File: src/lcdns_pkg.sv
package lcdns_pkg;

  // Request codes
  localparam logic [2:0] MODE_WRITE  = 3'd0;
  localparam logic [2:0] MODE_INIT   = 3'd1;
  localparam logic [2:0] MODE_CLEAR  = 3'd2;
  localparam logic [2:0] MODE_LINE   = 3'd3;
  localparam logic [2:0] MODE_SCROLL = 3'd4;

  // Command bytes
  localparam logic [7:0] CMD_FUNC_SET  = 8'h28;
  localparam logic [7:0] CMD_DISP_OFF  = 8'h08;
  localparam logic [7:0] CMD_CLEAR     = 8'h01;
  localparam logic [7:0] CMD_ENTRY     = 8'h06;
  localparam logic [7:0] CMD_DISP_ON   = 8'h0C;
  localparam logic [7:0] CMD_LINE_1    = 8'h80;
  localparam logic [7:0] CMD_LINE_2    = 8'hC0;
  localparam logic [7:0] CMD_SCROLL    = 8'h18;
  localparam logic [3:0] NIB_WAKE      = 4'h3;
  localparam logic [3:0] NIB_FOUR_BIT  = 4'h2;

  // Hold times in microseconds
  localparam logic [15:0] HOLD_EN_HIGH   = 16'd2;
  localparam logic [15:0] HOLD_EN_LOW    = 16'd5;
  localparam logic [15:0] HOLD_BYTE_DONE = 16'd55;
  localparam logic [15:0] HOLD_CMD_DONE  = 16'd94;
  localparam logic [15:0] HOLD_CLR_DONE  = 16'd2055;
  localparam logic [15:0] HOLD_RAW_LOW   = 16'd44;
  localparam logic [15:0] HOLD_POWER_ON  = 16'd50000;

  // Last step index of each run
  localparam logic [4:0] LAST_STEP_BYTE = 5'd3;
  localparam logic [4:0] LAST_STEP_INIT = 5'd28;

  typedef enum logic [1:0] {
    WAIT_NONE,
    WAIT_CMD,
    WAIT_CLEAR
  } wait_e;

  typedef struct packed {
    logic [2:0] mode;
    logic [7:0] byte_value;
    logic       rs_data;
    logic [1:0] line;
  } req_t;

  typedef struct packed {
    logic        rs_level;
    logic [3:0]  data_nibble;
    logic        enable_level;
    logic [15:0] hold_us;
    logic        last;
  } res_t;

  // Classified request, passed from front end to back end
  typedef struct packed {
    logic       init;
    logic       rs;
    logic [7:0] byte_v;
    wait_e      wait_sel;
  } cmd_t;

endpackage

File: src/lcdns_front.sv
module lcdns_front (
  input  lcdns_pkg::req_t req_i,
  output logic            cmd_valid_o,
  output lcdns_pkg::cmd_t cmd_o
);

  always_comb begin
    cmd_valid_o     = 1'b1;
    cmd_o.init      = 1'b0;
    cmd_o.rs        = 1'b0;
    cmd_o.byte_v    = req_i.byte_value;
    cmd_o.wait_sel  = lcdns_pkg::WAIT_NONE;
    unique case (req_i.mode)
      lcdns_pkg::MODE_WRITE: begin
        cmd_o.rs = req_i.rs_data;
      end
      lcdns_pkg::MODE_INIT: begin
        cmd_o.init = 1'b1;
      end
      lcdns_pkg::MODE_CLEAR: begin
        cmd_o.byte_v   = lcdns_pkg::CMD_CLEAR;
        cmd_o.wait_sel = lcdns_pkg::WAIT_CLEAR;
      end
      lcdns_pkg::MODE_LINE: begin
        // drop requests for lines other than one and two
        cmd_o.byte_v = (req_i.line == 2'd2) ? lcdns_pkg::CMD_LINE_2 : lcdns_pkg::CMD_LINE_1;
        cmd_valid_o  = (req_i.line == 2'd1) || (req_i.line == 2'd2);
      end
      lcdns_pkg::MODE_SCROLL: begin
        cmd_o.byte_v = lcdns_pkg::CMD_SCROLL;
      end
      default: begin
        cmd_valid_o = 1'b0;
      end
    endcase
  end

endmodule

File: src/lcdns_cmd_fifo.sv
module lcdns_cmd_fifo (
  input  logic            clk_i,
  input  logic            rst_ni,
  input  logic            push_i,
  input  lcdns_pkg::cmd_t cmd_i,
  output logic            full_o,
  input  logic            pop_i,
  output logic            valid_o,
  output lcdns_pkg::cmd_t cmd_o
);

  lcdns_pkg::cmd_t mem_q [2];
  logic            wr_ptr_q, wr_ptr_d;
  logic            rd_ptr_q, rd_ptr_d;
  logic [1:0]      count_q, count_d;
  logic            do_push, do_pop;

  assign full_o  = (count_q == 2'd2);
  assign valid_o = (count_q != 2'd0);
  assign cmd_o   = mem_q[rd_ptr_q];
  assign do_push = push_i && !full_o;
  assign do_pop  = pop_i && valid_o;

  always_comb begin
    wr_ptr_d = do_push ? ~wr_ptr_q : wr_ptr_q;
    rd_ptr_d = do_pop ? ~rd_ptr_q : rd_ptr_q;
    count_d  = count_q + {1'b0, do_push} - {1'b0, do_pop};
  end

  always_ff @(posedge clk_i or negedge rst_ni) begin
    if (!rst_ni) begin
      wr_ptr_q <= 1'b0;
      rd_ptr_q <= 1'b0;
      count_q  <= 2'd0;
    end else begin
      wr_ptr_q <= wr_ptr_d;
      rd_ptr_q <= rd_ptr_d;
      count_q  <= count_d;
    end
  end

  always_ff @(posedge clk_i) begin
    if (do_push) begin
      mem_q[wr_ptr_q] <= cmd_i;
    end
  end

endmodule

File: src/lcdns_back.sv
module lcdns_back (
  input  logic            clk_i,
  input  logic            rst_ni,
  input  logic            cmd_valid_i,
  input  lcdns_pkg::cmd_t cmd_i,
  output logic            cmd_pop_o,
  output logic            empty_o,
  input  logic            pop_i,
  output lcdns_pkg::res_t res_o
);

  logic [4:0]      step_q, step_d;
  logic            out_valid_q, out_valid_d;
  lcdns_pkg::res_t out_q;
  lcdns_pkg::res_t ev;
  logic            slot_free, emit, run_done;

  // Byte run: high nibble then low nibble, enable high then low
  function automatic lcdns_pkg::res_t byte_event(logic rs, logic [7:0] b, logic [1:0] s,
                                                 logic [15:0] done_hold);
    lcdns_pkg::res_t r;
    r.rs_level     = rs;
    r.data_nibble  = s[1] ? b[3:0] : b[7:4];
    r.enable_level = !s[0];
    r.hold_us      = s[0] ? (s[1] ? done_hold : lcdns_pkg::HOLD_EN_LOW) : lcdns_pkg::HOLD_EN_HIGH;
    r.last         = (s == 2'd3);
    return r;
  endfunction

  function automatic logic [7:0] init_byte(logic [2:0] k);
    logic [7:0] b;
    unique case (k)
      3'd0:    b = lcdns_pkg::CMD_FUNC_SET;
      3'd1:    b = lcdns_pkg::CMD_DISP_OFF;
      3'd2:    b = lcdns_pkg::CMD_CLEAR;
      3'd3:    b = lcdns_pkg::CMD_ENTRY;
      default: b = lcdns_pkg::CMD_DISP_ON;
    endcase
    return b;
  endfunction

  function automatic lcdns_pkg::res_t init_event(logic [4:0] i);
    lcdns_pkg::res_t r;
    logic [2:0]      j;
    logic [4:0]      k;
    j = 3'(i - 5'd1);
    k = i - 5'd9;
    r = '0;
    if (i == 5'd0) begin
      r.hold_us = lcdns_pkg::HOLD_POWER_ON;
    end else if (i <= 5'd8) begin
      // raw wake-up nibbles, three then the switch to four-bit mode
      r.data_nibble  = (j[2:1] == 2'd3) ? lcdns_pkg::NIB_FOUR_BIT : lcdns_pkg::NIB_WAKE;
      r.enable_level = !j[0];
      r.hold_us      = j[0] ? lcdns_pkg::HOLD_RAW_LOW : lcdns_pkg::HOLD_EN_HIGH;
    end else begin
      r = byte_event(1'b0, init_byte(k[4:2]), k[1:0],
                     (k[4:2] == 3'd2) ? lcdns_pkg::HOLD_CLR_DONE : lcdns_pkg::HOLD_CMD_DONE);
      r.last = (i == lcdns_pkg::LAST_STEP_INIT);
    end
    return r;
  endfunction

  function automatic logic [15:0] done_hold(lcdns_pkg::wait_e w);
    logic [15:0] h;
    unique case (w)
      lcdns_pkg::WAIT_CMD:   h = lcdns_pkg::HOLD_CMD_DONE;
      lcdns_pkg::WAIT_CLEAR: h = lcdns_pkg::HOLD_CLR_DONE;
      default:               h = lcdns_pkg::HOLD_BYTE_DONE;
    endcase
    return h;
  endfunction

  always_comb begin
    if (cmd_i.init) begin
      ev = init_event(step_q);
    end else begin
      ev = byte_event(cmd_i.rs, cmd_i.byte_v, step_q[1:0], done_hold(cmd_i.wait_sel));
    end
  end

  assign slot_free = !out_valid_q || pop_i;
  assign emit      = cmd_valid_i && slot_free;
  assign run_done  = cmd_i.init ? (step_q == lcdns_pkg::LAST_STEP_INIT)
                                : (step_q == lcdns_pkg::LAST_STEP_BYTE);
  assign cmd_pop_o = emit && run_done;
  assign empty_o   = !out_valid_q;
  assign res_o     = out_q;

  always_comb begin
    step_d      = step_q;
    out_valid_d = out_valid_q;
    if (pop_i) begin
      out_valid_d = 1'b0;
    end
    if (emit) begin
      out_valid_d = 1'b1;
      step_d      = run_done ? 5'd0 : step_q + 5'd1;
    end
  end

  always_ff @(posedge clk_i or negedge rst_ni) begin
    if (!rst_ni) begin
      step_q      <= 5'd0;
      out_valid_q <= 1'b0;
    end else begin
      step_q      <= step_d;
      out_valid_q <= out_valid_d;
    end
  end

  always_ff @(posedge clk_i) begin
    if (emit) begin
      out_q <= ev;
    end
  end

endmodule

File: src/char_lcd_nibble_sequencer_top.sv
// Pin-event sequencer for a 4-bit character LCD.
// Request side: drive req_i and raise push; a request is taken at a rising
// edge with push high and full low. Result side: while empty is low,
// res_o shows the oldest pin event; raise pop to take it.
// Each event gives the RS, DB7..DB4 and E levels and a hold time in us;
// last marks the final event of a request's run.
// The first event of a request passes the request queue, then the output register.
// Throughput: the back-end sequencer gives one event per cycle while the
// receiver keeps up; a byte request (write, clear, set line, scroll) has 4 events, init 29.
// Set line with a line other than one or two, and unused modes, give no
// events; they are taken and dropped without entering the queue.
// A two-entry request queue sits between the classifying front end and the
// sequencer. The running request keeps its entry until its last event has
// gone out, so one more request can wait behind it.
// When the receiver stalls, the current event holds in the output register,
// the sequencer halts, and full rises once the queue is full.
// Reset empties the queue and the output register.
module char_lcd_nibble_sequencer_top (
  input  logic            clk_i,
  input  logic            rst_ni,
  input  logic            push,
  output logic            full,
  input  lcdns_pkg::req_t req_i,
  output logic            empty,
  input  logic            pop,
  output lcdns_pkg::res_t res_o
);

  logic            front_valid;
  lcdns_pkg::cmd_t front_cmd;
  logic            q_valid;
  lcdns_pkg::cmd_t q_cmd;
  logic            q_pop;

  // Classify the request and drop those that give no events
  lcdns_front u_front (
    .req_i       (req_i),
    .cmd_valid_o (front_valid),
    .cmd_o       (front_cmd)
  );

  // Hold classified requests until the sequencer is ready
  lcdns_cmd_fifo u_cmd_fifo (
    .clk_i   (clk_i),
    .rst_ni  (rst_ni),
    .push_i  (push && front_valid),
    .cmd_i   (front_cmd),
    .full_o  (full),
    .pop_i   (q_pop),
    .valid_o (q_valid),
    .cmd_o   (q_cmd)
  );

  // Advance through the pin events of the head request
  lcdns_back u_back (
    .clk_i       (clk_i),
    .rst_ni      (rst_ni),
    .cmd_valid_i (q_valid),
    .cmd_i       (q_cmd),
    .cmd_pop_o   (q_pop),
    .empty_o     (empty),
    .pop_i       (pop),
    .res_o       (res_o)
  );

endmodule
File: config.mk
export PLATFORM = sky130hd
export DESIGN_NAME = char_lcd_nibble_sequencer_top
export DESIGN_NICKNAME = d
export VERILOG_FILES = /design/src/lcdns_pkg.sv /design/src/lcdns_front.sv /design/src/lcdns_cmd_fifo.sv /design/src/lcdns_back.sv /design/src/char_lcd_nibble_sequencer_top.sv
export SDC_FILE = /design/constraint.sdc
export NUM_CORES = 1
export LEC_CHECK = 0
export CAP_MARGIN = 20
export CELL_PAD_IN_SITES_DETAIL_PLACEMENT = 0
export CELL_PAD_IN_SITES_GLOBAL_PLACEMENT = 1
export CORE_ASPECT_RATIO = 0.75
export CORE_MARGIN = 2
export CORE_UTILIZATION = 36
export DETAILED_ROUTE_END_ITERATION = 16
export DONT_BUFFER_PORTS = 1
export HOLD_SLACK_MARGIN = 0.06
export MAX_ROUTING_LAYER = met4
export PLACE_DENSITY_LB_ADDON = 0.12
export SYNTH_ARGS = -nofsm -noshare
export SYNTH_HDL_FRONTEND = slang
export SYNTH_SLANG_ARGS = --single-unit
File: constraint.sdc
create_clock -name clk_i -period 2.4 [get_ports clk_i]
set_clock_uncertainty 0.05 [all_clocks]
set_input_delay 0.12 -clock clk_i [delete_from_list [all_inputs] [get_ports clk_i]]
set_output_delay 0.12 -clock clk_i [all_outputs]
set_load 0.01 [all_outputs]
==> results.py <==
metrics = {
    "sta": {
        "setup_tns_ns": 0,
        "min_period_ns": 2.18,
        "setup_viol": 0,
        "worst_slew_pin_slew_ns": 0.762,
        "rsz0062_at_grt": "no",
        "relSlewSlack_pct": 49.1,
        "hold_violations": 0,
        "maxSlewViolCount": 0,
        "period_share_pct": 90.7,
        "worst_slack_ns": 0.223,
        "clock.fmax_mhz": 459,
    },
    "route": {
        "wl_um": 4970,
        "postRouteAntennaNets": 0,
        "vias_per_cell": 5.16,
        "drt-pass1-iter-count": 5,
        "drtIter0Drc": 74,
        "wl_per_cell_um": 15.7,
        "via_count": 1629,
        "drc": 0,
    },
    "logic_synthesis": {
        "ys_ff_latch": 48,
        "ys_types": 48,
        "synth-edff-count": 38,
        "synthTopCellsByArea": "edfxtp_1, dfrtp_1, ha_1",
        "netlist_instances": 219,
        "syn-cell-area_mm2": 0.00253,
        "seq_area_frac_synth_pct": 54.9,
        "yosys.area.top_type": "edfxtp_1",
        "synth_warnings": 0,
        "synth_ff_type": "edfxtp_1",
        "postSynth.asyncResetShare_pct": 20.8,
        "synth.avg_cell_area_um2": 11.6,
        "netlist.area_leader.share_pct": 45.0,
    },
    "layout": {
        "final_util_pct": 41.1,
        "antenna_cells": 0,
        "drive_above_1_share_pct": 12.5,
        "layout_common_cells": "edfxtp_1, nand2_1, nor2_1",
        "synthToLayoutAreaGrowth_pct": 10.3,
        "final_common_cell": "edfxtp_1",
        "nets": 257,
    },
    "placed_design": {
        "hpwl_um": 3670,
        "post-place-ws_ns": 0.246,
        "place_congestion": 0.795,
        "numPortBuffers": 0,
    },
    "floorplan": {
        "die_w_um": 101,
        "dieArea_mm2": 0.00774,
        "initial_core_util_pct": 37.3,
        "core.rowCount": 26,
        "coreArea_mm2": 0.00680,
        "ioPinCount": 43,
        "die_h_um": 76.7,
    },
    "flow_run": {
        "maxCapViolCount": 0,
    },
    "power": {
        "power.density_mw_per_mm2": 1150,
        "finalPower_mw": 3.21,
        "p_leak_nw": 1.06,
        "ir_worst_vdd_uv": 343,
    },
    "setup_path": {
        "critPathRequiredTime_ns": 2.58,
        "cp_max_fo": 6,
        "arrival_ns": 2.35,
        "end_kind": "register",
        "worstSetupPathType": "register to register",
        "cp-start-kind": "register",
    },
    "clock_tree": {
        "clock-sinks": 48,
        "cts_root_buf": "clkbuf_8",
        "clk_latency_ns": 0.29,
        "cts_buffer_depth": 2,
        "numCtsBuffers": 5,
        "clk_pin_slew_ns": 0.09,
        "cts_tree": "done",
        "post-cts-setup-buffers": 0,
        "htree_levels": 2,
    },
    "global_route": {
        "gr-total-overflow": 0,
        "antenna_found_initial": 0,
        "grt_pass1_vias": 1603,
        "grt_use_total_pct": 14.1,
        "grt_max_degree": 23,
        "grt_pass1_wl_um": 8250,
    },
    "status": {
        "status": "completed",
    },
    "hold_path": {
        "hp-class": "primary input to register",
    },
}
layer usage:
metal | vias to the layer above | global-route usage, % | part of all wire (%)
met5 | - | - | 0
met4 | 0 | 4.32 | 0.68
met3 | 2 | 4.01 | 5.9
met2 | 62 | 21.2 | 46
met1 | 771 | 18.5 | 48
li1 | 794 | - | -
repair_timing:
action	4_1_cts	5_1_grt
setup endpoints to repair	0	1
hold endpoints to repair	32	0
gates resized for setup	0	1
hold buffers	12	0
sequential cells by signal, summed over array words and instances, names as in the netlist:
| signal | cells |
|---|---|
| u_cmd_fifo.mem_q | 22 |
| u_back.res_o | 16 |
| u_back.step_q | 5 |
| u_cmd_fifo.count_q | 2 |
| u_back.out_valid_q | 1 |
| u_cmd_fifo.rd_ptr_q | 1 |
| u_cmd_fifo.wr_ptr_q | 1 |
Yosys cell counts (all sizes together) (3+ instances only):
cell type / count
edfxtp: 38
nand2: 25
nor2: 17
buf: 14
inv: 14
o21ai: 13
a21oi: 10
dfrtp: 10
ha: 8
nand3: 8
nand2b: 7
nor2b: 6
nor3: 6
mux2i: 4
mux4: 4
xnor2: 4
clkbuf: 3
worst max-delay path: stages, from the launching register on:
cell,delay (ns)
dfrtp_1,0.38
inv_1,0.14
ha_1,0.22
nand4_1,0.16
nor2_4,0.19
a31oi_4,0.07
nor2_2,0.15
ha_1,0.24
inv_1,0.06
ha_1,0.16
xnor2_1,0.15
xnor2_1,0.14
per-stage QoR:
stage | instances | hold WS, ns | instance area (um^2)
finish | 316 | 0.0670 | 2800
global route | 316 | 0.0633 | 2800
CTS | 316 | 0.0625 | 2790
detailed placement | 296 | -0.225 | 2580
global placement | 296 | -0.225 | 2580
floorplan | 222 | -0.226 | 2550
power by group:
group          internal [mW]  switching [mW]
clock network          0.202           0.272
registers               1.25           0.244
logic                  0.498           0.738
total                   1.95            1.25
logic make-up (layout without fill, tap and decap cells):
logic type / count (synthesis) / after routing / share of synthesized area [%]
AND/OR/NAND/NOR: 76 / 76 / 15.0
adder cells (fa/ha/maj): 8 / 8 / 3.95
multiplexers: 10 / 10 / 6.66
flip-flops: 48 / 48 / 54.9
buffers and inverters: 31 / 41 / 6.86
AO/OA/AOI/OAI: 40 / 40 / 10.8
XOR/XNOR: 5 / 5 / 1.73
other: 1 / 4 / 0.148
area by class of cell:
type	count	area, um^2
fillers	630	4000
flip-flops and latches	48	1390
multi-input cells	143	986
repair buffers	19	173
well taps	84	105
clock buffers	5	68.8
inverters	14	52.6
clock inverters	3	18.8
final timing paths:
kind,from,end,slack [ns],depth (start not counted)
max in group asynchronous,rst_ni,u_back.step_q[0],1.74,1
min reg2reg,u_cmd_fifo.wr_ptr_q,u_cmd_fifo.wr_ptr_q,0.45,1
min in group asynchronous,rst_ni,u_back.out_valid_q,0.19,1
max,u_back.step_q[1],u_cmd_fifo.count_q[1],0.22,11
max reg2reg,u_back.step_q[1],u_cmd_fifo.count_q[1],0.22,11
min,req_i[3],u_cmd_fifo.mem_q[0][2],0.07,2
No activity file was read; power rests on OpenSTA's default activity.
